## config.mk

```make
export PLATFORM = sky130hd
export DESIGN_NAME = dimacs_cnf_literal_parser_core
export DESIGN_NICKNAME = d
export VERILOG_FILES = /design/src/design/dcnf_pkg.sv /design/src/design/dcnf_front.sv /design/src/design/dcnf_back.sv /design/src/design/dcnf_outq.sv /design/src/design/dimacs_cnf_literal_parser_core.sv
export SDC_FILE = /design/constraint.sdc
export NUM_CORES = 1
export LEC_CHECK = 0
export ABC_AREA = 1
export BUFFER_PORTS_ARGS = -buffer_cell sky130_fd_sc_hd__buf_2
export CORE_MARGIN = 4
export CORE_UTILIZATION = 35
export CTS_CLUSTER_DIAMETER = 120
export DETAILED_ROUTE_END_ITERATION = 16
export PLACE_DENSITY = 0.6
export SYNTH_ARGS = -nofsm -noshare
export SYNTH_HDL_FRONTEND = slang
export SYNTH_SLANG_ARGS = --single-unit
```

## constraint.sdc

```tcl
create_clock -name clk_i -period 9.2 [get_ports clk_i]
set_input_delay 0.46 -clock clk_i [delete_from_list [all_inputs] [get_ports clk_i]]
set_output_delay 0.46 -clock clk_i [all_outputs]
set_load 0.02 [all_outputs]
```

## src/design/dcnf_pkg.sv

```systemverilog
`timescale 1ns / 1ps
`default_nettype none
// ----------------------------------------------------------------------------
// dcnf_pkg
// Shared types, character codes and the byte classifier of the DIMACS CNF
// literal parser.
// ----------------------------------------------------------------------------
package dcnf_pkg;

  localparam int LitBits = 21;

  // Character codes
  localparam logic [7:0] CharEnd   = 8'h00;
  localparam logic [7:0] CharTab   = 8'h09;
  localparam logic [7:0] CharNl    = 8'h0a;
  localparam logic [7:0] CharCr    = 8'h0d;
  localparam logic [7:0] CharSpace = 8'h20;
  localparam logic [7:0] CharPlus  = 8'h2b;
  localparam logic [7:0] CharMinus = 8'h2d;
  localparam logic [7:0] CharZero  = 8'h30;
  localparam logic [7:0] CharNine  = 8'h39;
  localparam logic [7:0] CharC     = 8'h63;
  localparam logic [7:0] CharP     = 8'h70;

  // Result kinds
  localparam logic [1:0] KindLiteral   = 2'd0;
  localparam logic [1:0] KindClauseEnd = 2'd1;
  localparam logic [1:0] KindTextEnd   = 2'd2;
  localparam logic [1:0] KindError     = 2'd3;

  // Error codes
  localparam logic ErrUnexpected = 1'b0;
  localparam logic ErrOverflow   = 1'b1;

  typedef enum logic [2:0] {
    CLS_SPACE,
    CLS_DIGIT,
    CLS_MINUS,
    CLS_PLUS,
    CLS_SKIP,
    CLS_END,
    CLS_OTHER
  } cls_e;

  typedef struct packed {
    logic [7:0] data;
    cls_e       cls;
    logic       is_nl;
  } tok_t;

  typedef struct packed {
    logic [1:0]         kind;
    logic [LitBits-1:0] literal;
    logic               error_code;
    logic [7:0]         bad_byte;
    logic               last;
  } result_t;

  typedef struct packed {
    logic [1:0] cnt;
    result_t    a;
    result_t    b;
  } push_t;

  function automatic cls_e classify(logic [7:0] b);
    cls_e c;
    if ((b >= CharTab && b <= CharCr) || b == CharSpace) begin
      c = CLS_SPACE;
    end else if (b >= CharZero && b <= CharNine) begin
      c = CLS_DIGIT;
    end else if (b == CharMinus) begin
      c = CLS_MINUS;
    end else if (b == CharPlus) begin
      c = CLS_PLUS;
    end else if (b == CharC || b == CharP) begin
      c = CLS_SKIP;
    end else if (b == CharEnd) begin
      c = CLS_END;
    end else begin
      c = CLS_OTHER;
    end
    return c;
  endfunction

endpackage
`default_nettype wire

```

## src/design/dcnf_front.sv

```systemverilog
`timescale 1ns / 1ps
`default_nettype none
// ----------------------------------------------------------------------------
// dcnf_front
// Accepts text bytes, classifies them and holds them in a two-entry token
// queue for the parser back end.
// ----------------------------------------------------------------------------
module dcnf_front import dcnf_pkg::*; (
  input  wire logic       clk_i,
  input  wire logic       rst_ni,
  input  wire logic       in_valid_i,
  output logic            in_stall_o,
  input  wire logic [7:0] text_byte_i,
  output logic            tok_valid_o,
  output tok_t            tok_o,
  input  wire logic       tok_pop_i
);

  tok_t       slot_q [2];
  logic       wptr_q, wptr_d;
  logic       rptr_q, rptr_d;
  logic [1:0] cnt_q, cnt_d;
  logic       push;
  tok_t       tok_new;

  assign in_stall_o  = (cnt_q == 2'd2);
  assign push        = in_valid_i && !in_stall_o;
  assign tok_valid_o = (cnt_q != 2'd0);
  assign tok_o       = slot_q[rptr_q];

  always_comb begin
    tok_new.data  = text_byte_i;
    tok_new.cls   = classify(text_byte_i);
    tok_new.is_nl = (text_byte_i == CharNl);
    wptr_d = push ? ~wptr_q : wptr_q;
    rptr_d = tok_pop_i ? ~rptr_q : rptr_q;
    cnt_d  = cnt_q + 2'(push) - 2'(tok_pop_i);
  end

  always_ff @(posedge clk_i or negedge rst_ni) begin
    if (!rst_ni) begin
      wptr_q <= 1'b0;
      rptr_q <= 1'b0;
      cnt_q  <= 2'd0;
    end else begin
      wptr_q <= wptr_d;
      rptr_q <= rptr_d;
      cnt_q  <= cnt_d;
    end
  end

  always_ff @(posedge clk_i) begin
    if (push) begin
      slot_q[wptr_q] <= tok_new;
    end
  end

endmodule
`default_nettype wire

```

## src/design/dcnf_back.sv

```systemverilog
`timescale 1ns / 1ps
`default_nettype none
// ----------------------------------------------------------------------------
// dcnf_back
// Parser state machine: consumes one classified token per cycle while the
// result queue has space and produces up to two results into the result queue.
// ----------------------------------------------------------------------------
module dcnf_back import dcnf_pkg::*; #(
  parameter int VarBits = 20
) (
  input  wire logic clk_i,
  input  wire logic rst_ni,
  input  wire logic tok_valid_i,
  input  wire tok_t tok_i,
  output logic      tok_pop_o,
  input  wire logic space_ok_i,
  output push_t     push_o
);

  localparam int AccW = VarBits + 1;
  localparam int SumW = VarBits + 5;
  localparam int LitW = (VarBits + 2 > LitBits) ? VarBits + 2 : LitBits;
  localparam logic [SumW-1:0] Limit = SumW'(1) << VarBits;

  localparam logic [2:0] ModeClause = 3'd0;
  localparam logic [2:0] ModeSkip   = 3'd1;
  localparam logic [2:0] ModeIn     = 3'd2;
  localparam logic [2:0] ModeSign   = 3'd3;
  localparam logic [2:0] ModeDigits = 3'd4;

  logic [2:0]      mode_q, mode_d;
  logic            neg_q, neg_d;
  logic [AccW-1:0] acc_q, acc_d;
  logic            halt_q, halt_d;

  logic [2:0]      eff_mode;
  logic [AccW-1:0] acc_base;
  logic [3:0]      digit;
  logic [SumW-1:0] sum;
  logic            ovf;
  logic [LitW-1:0] lit_wide;
  logic            have_a, have_b;
  logic            start_num, do_add;
  result_t         res_a, res_b;

  assign tok_pop_o = tok_valid_i && space_ok_i;
  assign acc_base  = (mode_q == ModeDigits) ? acc_q : '0;
  assign digit     = tok_i.data[3:0];
  assign sum       = (SumW'(acc_base) << 3) + (SumW'(acc_base) << 1) + SumW'(digit);
  assign ovf       = (sum > Limit);
  assign lit_wide  = LitW'({acc_q - AccW'(1), neg_q});

  always_comb begin
    mode_d    = mode_q;
    neg_d     = neg_q;
    acc_d     = acc_q;
    halt_d    = halt_q;
    eff_mode  = mode_q;
    have_a    = 1'b0;
    have_b    = 1'b0;
    start_num = 1'b0;
    do_add    = 1'b0;
    res_a     = '0;
    res_b     = '0;

    if (tok_pop_o && !halt_q) begin
      if (mode_q == ModeDigits && tok_i.cls == CLS_DIGIT) begin
        do_add = 1'b1;
      end else begin
        // close the pending number first
        if (mode_q == ModeDigits) begin
          have_a = 1'b1;
          neg_d  = 1'b0;
          acc_d  = '0;
          if (acc_q == '0) begin
            res_a.kind = KindClauseEnd;
            eff_mode   = ModeClause;
          end else begin
            res_a.kind    = KindLiteral;
            res_a.literal = lit_wide[LitBits-1:0];
            eff_mode      = ModeIn;
          end
          mode_d = eff_mode;
        end

        case (eff_mode)
          ModeSkip: begin
            if (tok_i.cls == CLS_END) begin
              have_b     = 1'b1;
              res_b.kind = KindTextEnd;
              halt_d     = 1'b1;
            end else if (tok_i.is_nl) begin
              mode_d = ModeClause;
            end
          end
          ModeIn: begin
            if (tok_i.cls != CLS_SPACE) begin
              start_num = 1'b1;
            end
          end
          ModeSign: begin
            if (tok_i.cls == CLS_DIGIT) begin
              do_add = 1'b1;
            end else begin
              have_b           = 1'b1;
              res_b.kind       = KindError;
              res_b.error_code = ErrUnexpected;
              res_b.bad_byte   = tok_i.data;
              halt_d           = 1'b1;
            end
          end
          default: begin
            if (tok_i.cls == CLS_SPACE) begin
              mode_d = eff_mode;
            end else if (tok_i.cls == CLS_END) begin
              have_b     = 1'b1;
              res_b.kind = KindTextEnd;
              halt_d     = 1'b1;
            end else if (tok_i.cls == CLS_SKIP) begin
              mode_d = ModeSkip;
            end else begin
              start_num = 1'b1;
            end
          end
        endcase

        if (start_num) begin
          neg_d = 1'b0;
          acc_d = '0;
          case (tok_i.cls)
            CLS_MINUS: begin
              neg_d  = 1'b1;
              mode_d = ModeSign;
            end
            CLS_PLUS: begin
              mode_d = ModeSign;
            end
            CLS_DIGIT: begin
              do_add = 1'b1;
            end
            default: begin
              have_b           = 1'b1;
              res_b.kind       = KindError;
              res_b.error_code = ErrUnexpected;
              res_b.bad_byte   = tok_i.data;
              halt_d           = 1'b1;
            end
          endcase
        end
      end

      if (do_add) begin
        if (ovf) begin
          have_b           = 1'b1;
          res_b.kind       = KindError;
          res_b.error_code = ErrOverflow;
          res_b.bad_byte   = tok_i.data;
          halt_d           = 1'b1;
        end else begin
          acc_d  = sum[AccW-1:0];
          mode_d = ModeDigits;
        end
      end
    end

    push_o.cnt    = {have_a && have_b, have_a ^ have_b};
    push_o.a      = have_a ? res_a : res_b;
    push_o.a.last = !(have_a && have_b);
    push_o.b      = res_b;
    push_o.b.last = 1'b1;
  end

  always_ff @(posedge clk_i or negedge rst_ni) begin
    if (!rst_ni) begin
      mode_q <= ModeClause;
      neg_q  <= 1'b0;
      acc_q  <= '0;
      halt_q <= 1'b0;
    end else begin
      mode_q <= mode_d;
      neg_q  <= neg_d;
      acc_q  <= acc_d;
      halt_q <= halt_d;
    end
  end

endmodule
`default_nettype wire

```

## src/design/dcnf_outq.sv

```systemverilog
`timescale 1ns / 1ps
`default_nettype none
// ----------------------------------------------------------------------------
// dcnf_outq
// Four-entry result queue: takes up to two results per cycle from the
// back end and presents one transaction per cycle on the output while not stalled.
// ----------------------------------------------------------------------------
module dcnf_outq import dcnf_pkg::*; (
  input  wire logic  clk_i,
  input  wire logic  rst_ni,
  input  wire push_t push_i,
  output logic       space_ok_o,
  output logic       out_valid_o,
  input  wire logic  out_stall_i,
  output result_t    head_o
);

  result_t    entry_q [4];
  logic [1:0] wptr_q, wptr_d;
  logic [1:0] rptr_q, rptr_d;
  logic [2:0] cnt_q, cnt_d;
  logic       pop;

  assign space_ok_o  = (cnt_q <= 3'd2);
  assign out_valid_o = (cnt_q != 3'd0);
  assign head_o      = entry_q[rptr_q];
  assign pop         = out_valid_o && !out_stall_i;

  always_comb begin
    wptr_d = wptr_q + push_i.cnt;
    rptr_d = rptr_q + 2'(pop);
    cnt_d  = cnt_q + 3'(push_i.cnt) - 3'(pop);
  end

  always_ff @(posedge clk_i or negedge rst_ni) begin
    if (!rst_ni) begin
      wptr_q <= 2'd0;
      rptr_q <= 2'd0;
      cnt_q  <= 3'd0;
    end else begin
      wptr_q <= wptr_d;
      rptr_q <= rptr_d;
      cnt_q  <= cnt_d;
    end
  end

  always_ff @(posedge clk_i) begin
    if (push_i.cnt != 2'd0) begin
      entry_q[wptr_q] <= push_i.a;
    end
    if (push_i.cnt == 2'd2) begin
      entry_q[wptr_q + 2'd1] <= push_i.b;
    end
  end

endmodule
`default_nettype wire

```

## src/design/dimacs_cnf_literal_parser_core.sv

```systemverilog
`timescale 1ns / 1ps
`default_nettype none
// ----------------------------------------------------------------------------
// dimacs_cnf_literal_parser_core
// Streaming DIMACS CNF tokenizer producing encoded literals, clause ends,
// end of text and errors.
// ----------------------------------------------------------------------------
// The block takes one text byte per cycle while it does not stall. A front
// end classifies each byte into a two-entry token queue; the parser state
// machine consumes one token per cycle while the result queue has space and
// writes up to two results into a four-entry result queue that drives the
// output channel. A byte that ends a number and is itself reported (end of
// text, error) yields two results, each a transaction of its own on the
// output; otherwise the sustained rate is one byte per cycle when neither
// channel stalls. The byte is registered in the token queue and its result
// in the result queue before the result is presented on the output. After an
// error or end of text all further bytes are accepted and dropped until reset.
module dimacs_cnf_literal_parser_core import dcnf_pkg::*; #(
  parameter int VarBits = 20
) (
  input  wire logic               clk_i,
  input  wire logic               rst_ni,
  input  wire logic               in_valid_i,
  output logic                    in_stall_o,
  input  wire logic [7:0]         text_byte_i,
  output logic                    out_valid_o,
  input  wire logic               out_stall_i,
  output logic [1:0]              kind_o,
  output logic [LitBits-1:0]      literal_o,
  output logic                    error_code_o,
  output logic [7:0]              bad_byte_o,
  output logic                    last_of_run_o
);

  logic    tok_valid;
  tok_t    tok;
  logic    tok_pop;
  logic    space_ok;
  push_t   push;
  result_t head;

  dcnf_front u_front (
    .clk_i       (clk_i),
    .rst_ni      (rst_ni),
    .in_valid_i  (in_valid_i),
    .in_stall_o  (in_stall_o),
    .text_byte_i (text_byte_i),
    .tok_valid_o (tok_valid),
    .tok_o       (tok),
    .tok_pop_i   (tok_pop)
  );

  dcnf_back #(
    .VarBits (VarBits)
  ) u_back (
    .clk_i       (clk_i),
    .rst_ni      (rst_ni),
    .tok_valid_i (tok_valid),
    .tok_i       (tok),
    .tok_pop_o   (tok_pop),
    .space_ok_i  (space_ok),
    .push_o      (push)
  );

  dcnf_outq u_outq (
    .clk_i       (clk_i),
    .rst_ni      (rst_ni),
    .push_i      (push),
    .space_ok_o  (space_ok),
    .out_valid_o (out_valid_o),
    .out_stall_i (out_stall_i),
    .head_o      (head)
  );

  assign kind_o        = head.kind;
  assign literal_o     = head.literal;
  assign error_code_o  = head.error_code;
  assign bad_byte_o    = head.bad_byte;
  assign last_of_run_o = head.last;

`ifndef SYNTHESIS
  a_error_is_last: assert property (@(posedge clk_i) disable iff (!rst_ni)
    out_valid_o && (kind_o == KindError || kind_o == KindTextEnd) |-> last_of_run_o)
    else $error("error or end of text not last of run");

  a_nonlit_zero: assert property (@(posedge clk_i) disable iff (!rst_ni)
    out_valid_o && kind_o != KindLiteral |-> literal_o == '0)
    else $error("literal field set on non-literal transaction");

  a_noerr_clean: assert property (@(posedge clk_i) disable iff (!rst_ni)
    out_valid_o && kind_o != KindError |-> !error_code_o && bad_byte_o == 8'd0)
    else $error("error fields set on non-error transaction");
`endif

endmodule
`default_nettype wire

```

Word level (Yosys, flattened, before mapping)
Memories as Yosys holds them, arrays and structs flattened.
Cells that the tools add are included.
{"block": "totals", "inputBits": 12, "mem_bits_rw": 156, "ff_bits": 37, "output_inout_bits": 35, "elab_cells": 171, "memories": 2}
{"name": "u_outq.entry_q", "depth": 4, "word_bits": 33, "rd": 1, "rd_clocked_by_memory_dff": 0, "wr": 2, "line_no": "dcnf_outq.sv:18", "text": "result_t entry_q [4];"}
{"name": "u_front.slot_q", "depth": 2, "word_bits": 12, "rd": 1, "rd_clocked_by_memory_dff": 0, "wr": 1, "line_no": "dcnf_front.sv:19", "text": "tok_t slot_q [2];"}
{"block": "op_classes", "bitwise": 4, "reduce_logical": 27, "muxes": 95, "addsub": 10, "order_cmp": 6, "n_eq_ne": 17}
{"op": "two-way mux 21 bit", "n": 7}
{"op": "two-way mux 23 bit", "n": 3}
{"op": "two-way mux 9 bit", "n": 7}
{"op": "two-way mux 3 bit", "n": 18}
{"op": "two-way mux 1 bit", "n": 42}
{"op": "two-way mux 33 bit", "n": 1}
{"op": "adder 24 x 22 -> 25 bit", "n": 1}
{"op": "adder 25 x 4 -> 25 bit", "n": 1}
{"op": "> comparator 25 x 21 -> 1 bit, second input constant", "n": 1}
{"op": "equality test 8 x 6 -> 1 bit, second input constant", "n": 3}
{"op": "two-way mux 2 bit", "n": 11}
{"op": "logical NOT 21 bit", "n": 1}
{"op": "subtractor 20 x 1 -> 20 bit, second input constant", "n": 1}
{"op": "equality test 8 x 7 -> 1 bit, second input constant", "n": 2}
{"op": "equality test 3 x 2 -> 1 bit, second input constant", "n": 4}
{"op": "equality test 3 bit, second input constant", "n": 3}
{"op": "equality test 8 x 4 -> 1 bit, second input constant", "n": 1}
{"op": ">= comparator 8 x 4 -> 1 bit, second input constant", "n": 1}
{"op": ">= comparator 8 x 6 -> 1 bit, second input constant", "n": 1}
{"op": "less-or-equal comparator 8 x 4 -> 1 bit, second input constant", "n": 1}
{"op": "less-or-equal comparator 8 x 6 -> 1 bit, second input constant", "n": 1}
{"op": "logical AND 1 bit", "n": 8}
{"op": "logical NOT 8 bit", "n": 1}
{"op": "two-way mux 8 bit", "n": 1}
{"op": "23 further kinds", "n": 38}

Depth between registers and ports, before layout
Gate-level depths: netlist of the first run.
{"block": "logic_depth", "ltp_word": 19, "mapped_depth": 34, "mapped_depth_nobuf": 32}

Cells and area by module
Synthesis of the first run repeated with hierarchy kept, for this count alone.
{"block": "hier_totals", "cells_unflattened": 1670, "hier_area_um2": 12952.4}
{"module": "dcnf_outq", "instances": 1, "seq_area_each_um2": 4139.0, "area_each_um2": 6960.4, "cells_per_inst": 739}
{"module": "dcnf_back", "instances": 1, "seq_area_each_um2": 650.6, "area_each_um2": 4690.7, "cells_per_inst": 830}
{"module": "dcnf_front", "instances": 1, "seq_area_each_um2": 820.8, "area_each_um2": 1301.2, "cells_per_inst": 101}

Worst setup path after synthesis of the first run
No wires, ideal clock.
{"block": "synth_timing", "path_kind": "register -> register", "from": "reg u_back.mode_q[0]", "to": "mem u_outq.entry_q[0][11] (netlist bit)", "arrival_ps": 4795, "n_path_buf": 2, "setup_ps": 128, "setup_slack_ps": 4277, "stages_incl_launch_ff": 30, "cell_sequence": "dfrtp_1 > nor2_1 > nand2_2 > clkbuf_1 > nor2_1 > inv_1 > fa_1 > inv_1 > fa_1 > nand2_1 > nand2_1 > nand3_1 > nand2_1 > nand2_1 > nand2_1 > a21oi_1 > xnor2_1 > nand2_1 > nand3_2 > nand3_1 > nand2_1 > ha_1 > inv_1 > nor3_1 > inv_1 > nand2_1 > inv_1 > clkbuf_1 > nand2_1 > o21ai_0"}
{"element": "start, declared", "line_no": "dcnf_back.sv:31", "text": "logic [2:0] mode_q, mode_d;"}
{"element": "start signal, assigned", "line_no": "dcnf_back.sv:175", "text": "mode_q <= ModeClause;"}
{"element": "start signal, assigned", "line_no": "dcnf_back.sv:180", "text": "mode_q <= mode_d;"}
{"element": "end, declared", "line_no": "dcnf_outq.sv:18"}

==> results of run 1 <==
## routing by layer
| metal | global-route usage, % | up-vias | share of wire [%] |
|---|---|---|---|
| met5 | 0 | - | 0 |
| met4 | 3.725 | 0 | 0.69 |
| met3 | 2.063 | 16 | 3.7 |
| met2 | 26.99 | 191 | 47 |
| met1 | 23.48 | 4406 | 48 |
| li1 | - | 4786 | - |
## layout make-up
type | instances | area share [%]
clock inverter | 13 | 0.8587
clock buffer | 19 | 3.668
sequential | 193 | 40.08
multi-input combinational | 1049 | 44.63
inverter | 135 | 4.293
tap | 390 | 4.134
timing repair buffer | 52 | 2.332
## cells by family (layout without fill, tap and decap cells)
family          after synthesis  after routing  share of synthesized area [%]
flops                       193            193                          43.96
fa+ha+maj                    55             55                          6.606
buf+inv                     189            219                          7.071
simple gates                690            690                          26.68
xor+xnor                     14             14                          1.140
compound gates              290            290                          14.54
## per-stage QoR
step / power (W) / area (sq um) / worst slack [ns] / hold slack [ns] / utilization, %
finish: 0.003289 / 11800 / 1.993 / 0.1588 / 39.40
global placement: 0.002609 / 11270 / 2.165 / 0.4326 / 37.62
CTS: 0.003315 / 11800 / 2.017 / 0.1803 / 39.40
detailed placement: 0.002629 / 11270 / 2.037 / 0.4412 / 37.62
floorplan: 0.002223 / 10760 / 4.277 / 0.1644 / -
global route: 0.003544 / 11800 / 1.277 / 0.2265 / 39.40
## cell usage in the layout, fill, tap and decap left out, types with 3 or more instances in the layout
| cell type | instances |
|---|---|
| nand2_1 | 337 |
| nor2_1 | 202 |
| o21ai_0 | 200 |
| inv_1 | 128 |
| nand3_1 | 93 |
| dfxtp_1 | 88 |
| edfxtp_1 | 68 |
| ha_1 | 52 |
| buf_2 | 46 |
| dfrtp_1 | 36 |
| o22ai_1 | 33 |
| a21oi_1 | 25 |
| clkbuf_16 | 17 |
| nor3_1 | 16 |
| xor2_1 | 11 |
| nand4_1 | 10 |
| o21ai_1 | 9 |
| nand2_2 | 7 |
| nand3b_1 | 7 |
| o21ai_2 | 6 |
| o211ai_1 | 6 |
| inv_6 | 6 |
| buf_4 | 6 |
| clkinv_1 | 5 |
| inv_2 | 3 |
| or2_1 | 3 |
| nor2_2 | 3 |
| xnor2_1 | 3 |
| nand3_2 | 3 |
| a31oi_1 | 3 |
| fa_1 | 3 |
## power breakdown
group | switching (W) | internal (W)
Sequential | 0.0000896 | 0.00102
Clock | 0.000336 | 0.000352
Combinational | 0.00103 | 0.000458
Total | 0.00146 | 0.00183
## flip-flops by register name, summed over array words and instances (netlist names)
signal / cells
u_back.acc_q: 21
u_back.halt_q: 1
u_back.mode_q: 3
u_back.neg_q: 1
u_front.cnt_q: 2
u_front.rptr_q: 1
u_front.slot_q: 24
u_front.wptr_q: 1
u_outq.cnt_q: 3
u_outq.entry_q: 132
u_outq.rptr_q: 2
u_outq.wptr_q: 2
## worst min path at each step
stage / start / endpoint / slack (ns)
final: rst_ni / u_back.acc_q[18] / 0.16
after floorplan: rst_ni / u_back.acc_q[0] / 0.16
after global routing: rst_ni / u_back.acc_q[18] / 0.23
after detailed placement: u_outq.entry_q[1][25] / u_outq.entry_q[1][25] / 0.44
after CTS: rst_ni / u_back.acc_q[20] / 0.18
after global placement: u_outq.entry_q[1][24] / u_outq.entry_q[1][24] / 0.43
## critical path, cell delays in order (launching register included)
cell and delay (ns):
dfrtp_1 0.41, nor2_1 0.19, nand2_2 0.31, nor2_1 0.25, inv_1 0.09, fa_1 0.53, inv_1 0.07, fa_1 0.47
nand2_1 0.08, nand2_1 0.08, nand3_1 0.09, nand2_1 0.12, nand2_1 0.12, nand2_1 0.08, a21oi_1 0.17, xnor2_1 0.17
nand2_1 0.12, nand3_2 0.46, nand3_1 0.26, nand2_1 0.26, ha_1 0.33, inv_1 0.14, nor3_1 0.48, inv_1 0.61
nand2_1 0.67, o21ai_2 0.30, nor2_1 0.18
==> metrics.txt, run 1 <==
# TYPE chip_impl_metric gauge
chip_impl_info{name="outcome",value="finished, final reports clean"} 1
chip_impl_metric{name="netlist.area_leader.share",unit="%"} 18.98
chip_impl_metric{name="ant_nets",unit=""} 0
chip_impl_metric{name="post_route_cells_drive_above_1_share",unit="%"} 7.529
chip_impl_info{name="setup.worst_path.start",value="u_back.mode_q[0]"} 1
chip_impl_metric{name="post_cts_resize_count",unit=""} 0
chip_impl_metric{name="synthArstFlopShare",unit="%"} 19.17
chip_impl_metric{name="layout_min_cycle_time",unit="ns"} 7.207
chip_impl_metric{name="synth_nets",unit=""} 1498
chip_impl_metric{name="grt_antenna_before_repair",unit=""} 0
chip_impl_metric{name="worst_ep_required_time",unit="ns"} 9.48
chip_impl_metric{name="finalCritPeriodShare",unit="%"} 78.33
chip_impl_info{name="reg_to_reg_endpoint",value="u_outq.entry_q[3][8]"} 1
chip_impl_info{name="synth_top_cell_by_area",value="edfxtp_1"} 1
chip_impl_metric{name="reg2reg_setup_slack",unit="ns"} 1.99
chip_impl_metric{name="clock_skew",unit="ns"} 0.01568
chip_impl_metric{name="io-pin-count",unit=""} 47
chip_impl_info{name="synth.top_cells.by_area",value="edfxtp_1 (19%), dfxtp_1 (16%), nand2_1 (12%), o21ai_0 (9.3%), dfrtp_1 (8.6%)"} 1
chip_impl_metric{name="floorplan.core_area",unit="sq mm"} 0.02995
chip_impl_metric{name="clock_latency",unit="ns"} 0.43
chip_impl_metric{name="routabilityCongestion",unit=""} 0.8751
chip_impl_metric{name="max_vdd_drop",unit="V"} 0.0001367
chip_impl_info{name="worstSetupEndpoint",value="u_outq.entry_q[3][8]"} 1
chip_impl_metric{name="htree_levels",unit=""} 4
chip_impl_metric{name="synth_edf_count",unit=""} 68
chip_impl_metric{name="cts.clk_slew.worst_paths",unit="ns"} 0.07
chip_impl_metric{name="fin_setup_tns",unit="ns"} 0
chip_impl_metric{name="synth_cell_types",unit=""} 43
chip_impl_metric{name="drt_pass1_iterations",unit=""} 7
chip_impl_metric{name="cts_sinks",unit=""} 193
chip_impl_metric{name="post-cts-setup-buffer-count",unit=""} 0
chip_impl_metric{name="floorplan.die.width",unit="um"} 183.3
chip_impl_metric{name="grt_first_pass_wirelength",unit="um"} 45900
chip_impl_metric{name="place_hpwl",unit="um"} 19600
chip_impl_metric{name="regArea",unit="sq mm"} 0.004731
chip_impl_metric{name="slew_viol_final",unit=""} 0
chip_impl_metric{name="hold_viol_final",unit=""} 0
chip_impl_info{name="critPathLaunchType",value="flip-flop"} 1
chip_impl_metric{name="vias_after_detailed_routing",unit=""} 9399
chip_impl_info{name="timing_worst_setup_path_type",value="flip-flop to flip-flop"} 1
chip_impl_metric{name="worst_slew_margin_rel",unit="%"} 26.53
chip_impl_metric{name="nets",unit=""} 1515
chip_impl_metric{name="row_cnt",unit=""} 63
chip_impl_info{name="dominantRegCellSynth",value="dfxtp_1"} 1
chip_impl_metric{name="insertedDiodeCount",unit=""} 0
chip_impl_metric{name="first_global_vias",unit=""} 8991
chip_impl_metric{name="max-clock-path-buffers",unit=""} 2
chip_impl_metric{name="tightestPinTransition",unit="ns"} 1.101
chip_impl_metric{name="timing.reg2reg.worst_path_depth",unit=""} 26
chip_impl_metric{name="totalWireLength",unit="um"} 27520
chip_impl_metric{name="cts_hold_buffers",unit=""} 0
chip_impl_metric{name="critical_path_peak_fanout",unit=""} 38
chip_impl_metric{name="multiInputGateArea",unit="sq mm"} 0.005268
chip_impl_metric{name="final-instance-count-excl-fill",unit=""} 1851
chip_impl_metric{name="numPlacedInstances",unit=""} 1819
chip_impl_metric{name="post_synth_inst_count",unit=""} 1431
chip_impl_info{name="synth_commonest_cells",value="nand2_1 (337), nor2_1 (202), o21ai_0 (200)"} 1
chip_impl_metric{name="synth_seq_area_share",unit="%"} 43.96
chip_impl_metric{name="critical_path_arrival",unit="ns"} 7.49
chip_impl_info{name="rsz_0062_raised_after_global_routing",value="no"} 1
chip_impl_metric{name="grt_start_max_net_pins",unit=""} 69
chip_impl_metric{name="syn_area",unit="sq mm"} 0.01076
chip_impl_metric{name="drc",unit=""} 0
chip_impl_info{name="worstSetupEndpointType",value="flip-flop"} 1
chip_impl_metric{name="wire_per_inst",unit="um"} 14.87
chip_impl_metric{name="fp.dieArea",unit="sq mm"} 0.03361
chip_impl_metric{name="place.port_buffers",unit=""} 46
chip_impl_metric{name="layout.filler_cells",unit=""} 3156
chip_impl_metric{name="maxClockFrequency",unit="MHz"} 138.8
chip_impl_metric{name="grt.overflow.total",unit=""} 0
chip_impl_metric{name="area.growth.synth_to_final",unit="%"} 9.712
chip_impl_info{name="cts_tree",value="built"} 1
chip_impl_metric{name="initial_utilization",unit="%"} 35.91
chip_impl_metric{name="yosys_warnings",unit=""} 0
chip_impl_metric{name="vias_per_cell",unit=""} 5.078
chip_impl_info{name="synth_most_common_cell",value="nand2_1"} 1
chip_impl_metric{name="dr.first_iter.drc_count",unit=""} 641
chip_impl_info{name="r2r_start",value="u_back.mode_q[0]"} 1
chip_impl_metric{name="synth_seq_cells",unit=""} 193
chip_impl_metric{name="die-height",unit="um"} 183.3
chip_impl_info{name="holdCritPathClass",value="input port to async pin"} 1
chip_impl_info{name="root_buffer",value="clkbuf_16"} 1
chip_impl_metric{name="gr-usage-all-layers",unit="%"} 16.49
chip_impl_metric{name="drv_cap",unit=""} 0
chip_impl_metric{name="setup_viol",unit=""} 0
chip_impl_metric{name="cts_buffers",unit=""} 17
chip_impl_metric{name="p_leak",unit="nW"} 5.047
chip_impl_metric{name="syn_avg_cell_area",unit="sq um"} 7.518
chip_impl_metric{name="power_density",unit="mW/mm^2"} 278.7
Note: power is estimated with default switching activity, not from simulation.
==> run 2: changes to the inputs <==
ABC_AREA = 0   (was 1)
PLACE_DENSITY = 0.62   (was 0.6)
clock period = 6 ns   (was 9.2 ns; I/O delays follow)
==> run 2 against run 1 <==
Power rose by 22%. Global-route usage down 1.2 points. Final cell count decreased by 24%. Synthesized cell count is 32% lower. The run now ends with negative hold slack left. Critical endpoint is now u_outq.cnt_q[2]. Synthesized area fell by 3.7%.
==> metrics.txt, run 2 <==
# TYPE chip_impl_metric gauge
chip_impl_info{name="outcome",value="complete, but fails checks"} 1
chip_impl_info{name="violations",value="negative hold slack"} 1
chip_impl_metric{name="clock_skew",unit="ns"} 0.01061
chip_impl_metric{name="power_density",unit="mW/mm^2"} 345.0
chip_impl_metric{name="grt_first_pass_wirelength",unit="um"} 41230
chip_impl_metric{name="finalCritPeriodShare",unit="%"} 93.27
chip_impl_metric{name="maxClockFrequency",unit="MHz"} 178.7
chip_impl_metric{name="place.port_buffers",unit=""} 46
chip_impl_metric{name="first_global_vias",unit=""} 7715
chip_impl_metric{name="wl_met3",unit="um"} 1293
chip_impl_metric{name="detail_route.wirelength.met1",unit="um"} 11750
chip_impl_info{name="synth_most_common_cell",value="dfxtp_1"} 1
chip_impl_metric{name="gr-usage-all-layers",unit="%"} 15.33
chip_impl_info{name="holdCritPathClass",value="input port to async pin"} 1
chip_impl_metric{name="post_route_cells_drive_above_1_share",unit="%"} 15.42
chip_impl_metric{name="dr.first_iter.drc_count",unit=""} 640
chip_impl_metric{name="max_vdd_drop",unit="V"} 0.0002471
chip_impl_metric{name="nets",unit=""} 1072
chip_impl_metric{name="slew_viol_final",unit=""} 0
chip_impl_metric{name="ant_nets",unit=""} 0
chip_impl_metric{name="htree_levels",unit=""} 4
chip_impl_metric{name="p_leak",unit="nW"} 4.926
chip_impl_metric{name="critical_path_arrival",unit="ns"} 5.92
chip_impl_info{name="dominantRegCellSynth",value="dfxtp_1"} 1
chip_impl_metric{name="synth_nets",unit=""} 1037
chip_impl_info{name="synth_commonest_cells",value="dfxtp_1 (88), nand2_1 (83), a22o_1 (76)"} 1
chip_impl_metric{name="met2_wirelength",unit="um"} 11700
chip_impl_metric{name="clock_latency",unit="ns"} 0.43
chip_impl_metric{name="synth_seq_area_share",unit="%"} 45.66
chip_impl_info{name="layout_top_registers",value="u_outq.entry_q: 132 flops, u_front.slot_q: 24 flops, u_back.acc_q: 21 flops"} 1
chip_impl_info{name="worstSetupEndpointType",value="flip-flop"} 1
chip_impl_info{name="rsz_0062_raised_after_global_routing",value="no"} 1
chip_impl_metric{name="row_cnt",unit=""} 62
chip_impl_metric{name="holdWs",unit="ns"} -0.02106
chip_impl_metric{name="worst_slew_margin_rel",unit="%"} 30.60
chip_impl_metric{name="largest_register_ff_count",unit=""} 132
chip_impl_metric{name="regArea",unit="sq mm"} 0.004731
chip_impl_metric{name="yosys_warnings",unit=""} 0
chip_impl_metric{name="grt_start_max_net_pins",unit=""} 41
chip_impl_info{name="timing_worst_setup_path_type",value="flip-flop to flip-flop"} 1
chip_impl_metric{name="drt_pass1_iterations",unit=""} 6
chip_impl_metric{name="cts_sinks",unit=""} 193
chip_impl_metric{name="totalWireLength",unit="um"} 25080
chip_impl_metric{name="synthArstFlopShare",unit="%"} 19.17
chip_impl_info{name="root_buffer",value="clkbuf_16"} 1
chip_impl_metric{name="layout_min_cycle_time",unit="ns"} 5.596
chip_impl_metric{name="tightestPinTransition",unit="ns"} 1.041
chip_impl_metric{name="post-cts-setup-buffer-count",unit=""} 0
chip_impl_metric{name="wire_per_inst",unit="um"} 17.89
chip_impl_metric{name="post_synth_inst_count",unit=""} 970
chip_impl_metric{name="grt.overflow.total",unit=""} 0
chip_impl_metric{name="hold_viol_final",unit=""} 12
chip_impl_metric{name="syn_area",unit="sq mm"} 0.01036
chip_impl_metric{name="synth_seq_cells",unit=""} 193
chip_impl_metric{name="setup_viol",unit=""} 0
chip_impl_info{name="synth_top_cell_by_area",value="edfxtp_1"} 1
chip_impl_info{name="highest-signal-layer",value="met4"} 1
chip_impl_metric{name="cts.clk_slew.worst_paths",unit="ns"} 0.08
chip_impl_metric{name="max-clock-path-buffers",unit=""} 2
chip_impl_metric{name="grt_antenna_before_repair",unit=""} 1
chip_impl_metric{name="synth_edf_count",unit=""} 68
chip_impl_metric{name="floorplan.core_area",unit="sq mm"} 0.02894
chip_impl_metric{name="fp.dieArea",unit="sq mm"} 0.03241
chip_impl_info{name="setup.worst_path.start",value="u_back.mode_q[0]"} 1
chip_impl_info{name="synth.top_cells.by_area",value="edfxtp_1 (20%), dfxtp_1 (17%), dfrtp_1 (8.9%), mux4_2 (7.2%), a22o_1 (6.4%)"} 1
chip_impl_metric{name="die-height",unit="um"} 180.0
chip_impl_metric{name="multiInputGateArea",unit="sq mm"} 0.005294
chip_impl_info{name="leading_cell_type_in_the_layout_fill_and_taps_excluded",value="dfxtp_1"} 1
chip_impl_metric{name="floorplan.die.width",unit="um"} 180.0
chip_impl_metric{name="io-pin-count",unit=""} 47
chip_impl_metric{name="layout.filler_cells",unit=""} 2730
chip_impl_info{name="r2r_start",value="u_back.mode_q[0]"} 1
chip_impl_metric{name="vias_per_cell",unit=""} 5.573
chip_impl_info{name="critPathLaunchType",value="flip-flop"} 1
chip_impl_info{name="cts_tree",value="built"} 1
chip_impl_metric{name="netlist.area_leader.share",unit="%"} 19.71
chip_impl_metric{name="routabilityCongestion",unit=""} 0.8556
chip_impl_metric{name="synth_cell_types",unit=""} 73
chip_impl_metric{name="drc",unit=""} 0
chip_impl_metric{name="vias_after_detailed_routing",unit=""} 7814
chip_impl_metric{name="place_hpwl",unit="um"} 17580
chip_impl_info{name="mostFrequentLayoutCells",value="dfxtp_1 (88), nand2_1 (83), a22o_1 (76)"} 1
chip_impl_metric{name="initial_utilization",unit="%"} 35.80
chip_impl_info{name="regMostFlops",value="u_outq.entry_q"} 1
chip_impl_metric{name="design_area",unit="sq mm"} 0.01165
chip_impl_metric{name="insertedDiodeCount",unit=""} 0
chip_impl_metric{name="reg2reg_setup_slack",unit="ns"} 0.40
chip_impl_metric{name="critical_path_peak_fanout",unit=""} 18
chip_impl_metric{name="syn_avg_cell_area",unit="sq um"} 10.68
chip_impl_metric{name="cts_buffers",unit=""} 17
chip_impl_metric{name="dpl_cell_area",unit="sq mm"} 0.01106
chip_impl_metric{name="area.growth.synth_to_final",unit="%"} 12.48
chip_impl_metric{name="drv_cap",unit=""} 0
chip_impl_metric{name="fin_setup_tns",unit="ns"} 0
chip_impl_metric{name="worst_ep_required_time",unit="ns"} 6.32
[run 2: cell count changes in the layout (fill, tap and decap cells not counted), sizes merged, moves of 76 or more]
cell / before / now
nand2: 344 / 83
o21ai: 215 / 43
nor2: 205 / 60
inv: 139 / 45
nand3: 96 / 12
a22o: 0 / 76
[run 2: cells by family after synthesis]
| family | after synthesis | synth area share [%] |
|---|---|---|
| buf+inv | 95 | 3.636 |
| simple gates | 292 | 13.69 |
| compound gates | 230 | 16.31 |
| fa+ha+maj | 55 | 6.862 |
| mux | 67 | 10.63 |
| xor+xnor | 38 | 3.213 |
| flops | 193 | 45.66 |
[run 2: cell type report]
type	instances	share of cell area, %
Tap cell	384	4.124
Clock inverter	15	1.203
Clock buffer	17	3.652
Inverter	37	1.192
Timing Repair Buffer	74	3.780
Sequential cell	193	40.61
Multi-Input combinational cell	682	45.44
[run 2: stage by stage]
stage               std cells  setup WS, ns  utilization, %  hold WS (ns)  power, W
floorplan                 970       0.06441               -      0.004409  0.002549
global placement         1370        0.4396           38.21        0.4347  0.002948
global route             1402       0.01713           40.26       0.03018  0.004254
CTS                      1402        0.3055           40.17       0.01190  0.004057
detailed placement       1370        0.3144           38.21        0.4404  0.002961
finish                   1402        0.4040           40.26      -0.02106  0.004020
[run 2: what timing repair did]
item / 4_1_cts / 5_1_grt
gates resized for setup: 0 / 5
hold buffers: 0 / 0
setup endpoints to repair: 0 / 55
[run 2: final timing paths]
path / to / cells after the start
max reg2reg: u_outq.cnt_q[2] / 20
max: u_outq.cnt_q[2] / 20
min in group clk_i: u_front.slot_q[1][11] / 1
min reg2reg: u_outq.entry_q[1][12] / 2
max in group asynchronous: u_outq.rptr_q[0] / 1
min: u_front.wptr_q / 1
[run 2: report_power, final]
part	internal (W)	switching, W
clock network	0.000551	0.000544
registers	0.00151	0.000111
logic	0.000495	0.000810
[run 2: critical path, cell delays in order, from the launching register on]
cell and delay [ns]:
dfrtp_1 0.48, nor2_1 0.21, buf_4 0.24, and3_1 0.22, ha_1 0.24, ha_1 0.46, a21oi_1 0.23, o2bb2ai_1 0.19
or3b_1 0.37, o22a_1 0.23, or3_1 0.34, o2111a_1 0.15, o21a_1 0.20, o221a_2 0.32, nand2b_1 0.12, ha_2 0.30
inv_1 0.12, ha_1 0.31, fa_1 0.43, xor2_1 0.18, xnor2_1 0.13
[run 2: routing by layer]
metal  track usage, %  vias up
li1                 -     3728
met1            21.50     3836
met2            24.65      222
met3            2.705       28
met4            4.114        0
met5                0        -
==> run 3: changes to the inputs <==
==> constraint.sdc (replaced) <==
create_clock -name clk_i -period 6 [get_ports clk_i]
set_input_delay 0 -clock clk_i [delete_from_list [all_inputs] [get_ports clk_i]]
set_output_delay 0 -clock clk_i [all_outputs]
set_load 0.02 [all_outputs]
==> run 3 against run 2 <==
Non-clock buffer count rose by 10. Final cell count rose by 0.71%. Critical path type unchanged. Largest cell class unchanged. Fmax about the same. Register-to-register slack hardly changed. The flow now finishes without violations. Global-route usage grew 0.082 points. Critical path depth is the same. Wire length rose by 0.59%. Critical endpoint unchanged.
==> metrics.txt, run 3 (synthesis gave the netlist of run 2 again) <==
# TYPE chip_impl_metric gauge
chip_impl_info{name="rsz_0062_raised_after_global_routing",value="no"} 1
chip_impl_metric{name="gr-usage-all-layers",unit="%"} 15.41
chip_impl_metric{name="htree_levels",unit=""} 4
chip_impl_metric{name="numPlacedInstances",unit=""} 1370
chip_impl_metric{name="multiInputGateArea",unit="sq mm"} 0.005294
chip_impl_metric{name="p_leak",unit="nW"} 4.968
chip_impl_metric{name="vias_per_cell",unit=""} 5.598
chip_impl_metric{name="worst_ep_required_time",unit="ns"} 6.32
chip_impl_metric{name="post_route_cells_drive_above_1_share",unit="%"} 15.27
chip_impl_info{name="timing_worst_setup_path_type",value="flip-flop to flip-flop"} 1
chip_impl_metric{name="largest_register_ff_count",unit=""} 132
chip_impl_metric{name="max-clock-path-buffers",unit=""} 2
chip_impl_metric{name="cts_sinks",unit=""} 193
chip_impl_metric{name="finalCritPeriodShare",unit="%"} 93.20
chip_impl_metric{name="worst_slew_margin_rel",unit="%"} 30.61
chip_impl_info{name="holdCritPathClass",value="input port to flip-flop"} 1
chip_impl_info{name="crit_path_frequent_cell",value="ha_1"} 1
chip_impl_info{name="worstSetupEndpointType",value="flip-flop"} 1
chip_impl_info{name="root_buffer",value="clkbuf_16"} 1
chip_impl_info{name="layout_top_registers",value="u_outq.entry_q: 132 flops, u_front.slot_q: 24 flops, u_back.acc_q: 21 flops"} 1
chip_impl_metric{name="regArea",unit="sq mm"} 0.004731
chip_impl_metric{name="slew_viol_final",unit=""} 0
chip_impl_metric{name="place.port_buffers",unit=""} 46
chip_impl_metric{name="cts.clk_slew.worst_paths",unit="ns"} 0.08
chip_impl_metric{name="pre_cts_ws",unit="ns"} 0.3144
chip_impl_metric{name="grt_start_max_net_pins",unit=""} 41
chip_impl_metric{name="wire_per_inst",unit="um"} 17.87
chip_impl_info{name="mostFrequentLayoutCells",value="dfxtp_1 (88), nand2_1 (83), a22o_1 (76)"} 1
chip_impl_info{name="outcome",value="finished, final reports clean"} 1
chip_impl_metric{name="grt_first_pass_wirelength",unit="um"} 41450
chip_impl_info{name="regMostFlops",value="u_outq.entry_q"} 1
chip_impl_metric{name="fp.dieArea",unit="sq mm"} 0.03241
chip_impl_metric{name="dr.first_iter.drc_count",unit=""} 627
chip_impl_metric{name="critical_path_arrival",unit="ns"} 5.92
chip_impl_metric{name="vias_after_detailed_routing",unit=""} 7905
chip_impl_metric{name="die-height",unit="um"} 180.0
chip_impl_info{name="cts_tree",value="built"} 1
chip_impl_metric{name="layout.filler_cells",unit=""} 2727
chip_impl_metric{name="drt_pass1_iterations",unit=""} 7
chip_impl_metric{name="grt_antenna_before_repair",unit=""} 0
chip_impl_metric{name="post-route-worst-setup-slack",unit="ns"} 0.4079
chip_impl_metric{name="cts_buffers",unit=""} 17
chip_impl_metric{name="routabilityCongestion",unit=""} 0.8556
chip_impl_metric{name="max_vdd_drop",unit="V"} 0.0002478
chip_impl_metric{name="fin_setup_tns",unit="ns"} 0
chip_impl_metric{name="insertedDiodeCount",unit=""} 0
chip_impl_info{name="crit_chain",value="nor2_1, buf_4, and3_1, ha_1, ha_1, a21oi_1, o2bb2ai_1, or3b_1, o22a_1, or3_1, o2111a_1, o21a_1, o221a_2, nand2b_1, ha_2, inv_1, ha_1, fa_1, xor2_1, xnor2_1"} 1
chip_impl_info{name="slowest_stage",value="dfrtp_1"} 1
chip_impl_metric{name="layout_min_cycle_time",unit="ns"} 5.592
chip_impl_metric{name="floorplan.die.width",unit="um"} 180.0
chip_impl_metric{name="grt.overflow.total",unit=""} 0
chip_impl_metric{name="floorplan.core_area",unit="sq mm"} 0.02894
chip_impl_metric{name="drv_cap",unit=""} 0
chip_impl_metric{name="setup_viol",unit=""} 0
chip_impl_metric{name="first_global_vias",unit=""} 7746
chip_impl_metric{name="hold_viol_final",unit=""} 0
chip_impl_metric{name="final-instance-count-excl-fill",unit=""} 1412
chip_impl_metric{name="area.growth.synth_to_final",unit="%"} 13.45
chip_impl_info{name="path_delay_family",value="adder cells"} 1
chip_impl_metric{name="totalWireLength",unit="um"} 25230
chip_impl_metric{name="critPathMaxStageDelay",unit="ns"} 0.48
chip_impl_metric{name="ant_nets",unit=""} 0
chip_impl_metric{name="initial_utilization",unit="%"} 35.80
chip_impl_metric{name="place_hpwl",unit="um"} 17580
chip_impl_metric{name="maxClockFrequency",unit="MHz"} 178.8
chip_impl_metric{name="clock_latency",unit="ns"} 0.43
chip_impl_metric{name="design_area",unit="sq mm"} 0.01175
chip_impl_metric{name="row_cnt",unit=""} 62
chip_impl_metric{name="nets",unit=""} 1082
chip_impl_metric{name="power_density",unit="mW/mm^2"} 343.1
chip_impl_metric{name="critical_path_peak_fanout",unit=""} 18
chip_impl_info{name="leading_cell_type_in_the_layout_fill_and_taps_excluded",value="dfxtp_1"} 1
chip_impl_metric{name="io-pin-count",unit=""} 47
chip_impl_metric{name="critPathBufInv",unit=""} 2
chip_impl_metric{name="tightestPinTransition",unit="ns"} 1.041
chip_impl_info{name="critPathLaunchType",value="flip-flop"} 1
chip_impl_metric{name="drc",unit=""} 0
chip_impl_metric{name="clock_skew",unit="ns"} 0.01222
chip_impl_metric{name="post-cts-setup-buffer-count",unit=""} 0
chip_impl_metric{name="dpl_cell_area",unit="sq mm"} 0.01106
run 3: cell types whose count changed in the layout (fill, tap and decap cells not counted), sizes merged:
cell,change
dlygate4sd3,+10
run 3: repair_timing:
| action | in CTS | in global routing |
|---|---|---|
| hold buffers | 10 | 0 |
| setup endpoints to repair | 0 | 55 |
| endpoints found under the hold margin | 57 | 0 |
| resized for setup | 0 | 5 |
run 3: area by class of cell:
| cell class | count | share of cell area [%] |
|---|---|---|
| clock buffers | 17 | 3.620 |
| clock inverters | 15 | 1.193 |
| inverters | 37 | 1.182 |
| multi-input cells | 682 | 45.05 |
| flip-flops and latches | 193 | 40.26 |
| well taps | 384 | 4.089 |
| repair buffers | 84 | 4.600 |
run 3: per-stage QoR:
step | hold slack (ns) | power, W | util [%]
CTS | 0.02155 | 0.004062 | 40.51
finish | 0.03461 | 0.004032 | 40.61
detailed placement | 0.1804 | 0.002961 | 38.21
global placement | 0.1579 | 0.002948 | 38.21
floorplan | -0.2956 | 0.002549 | -
global route | 0.02177 | 0.004259 | 40.61
run 3: path summary, 6_finish.rpt:
| kind | cells after the start | from | endpoint | slack, ns |
|---|---|---|---|---|
| worst max register to register | 20 | u_back.mode_q[0] | u_outq.cnt_q[2] | 0.41 |
| worst min-delay path | 3 | out_stall_i | u_outq.rptr_q[0] | 0.03 |
| worst max-delay path | 20 | u_back.mode_q[0] | u_outq.cnt_q[2] | 0.41 |
| max in group asynchronous | 2 | rst_ni | u_outq.rptr_q[0] | 5.15 |
| min in group asynchronous | 2 | rst_ni | u_front.wptr_q | 0.23 |
| worst min register to register | 2 | u_outq.entry_q[0][12] | u_outq.entry_q[0][12] | 0.46 |
run 3: tightest hold or removal path: stages:
cell	delay, ns
buf_2	0.07
nor2b_1	0.07
ha_1	0.28
run 3: metal layers:
metal,track usage [%],wire length [um],up-vias
met5,0,0,-
met4,4.204,385,0
met3,2.604,1245,30
met2,24.82,11760,231
met1,21.63,11840,3896
li1,-,-,3748
run 3: power by group:
| group | switching, W | internal [W] |
|---|---|---|
| Clock | 0.000551 | 0.000551 |
| Sequential | 0.000111 | 0.00151 |
| Combinational | 0.000812 | 0.000500 |
| Total | 0.00147 | 0.00256 |
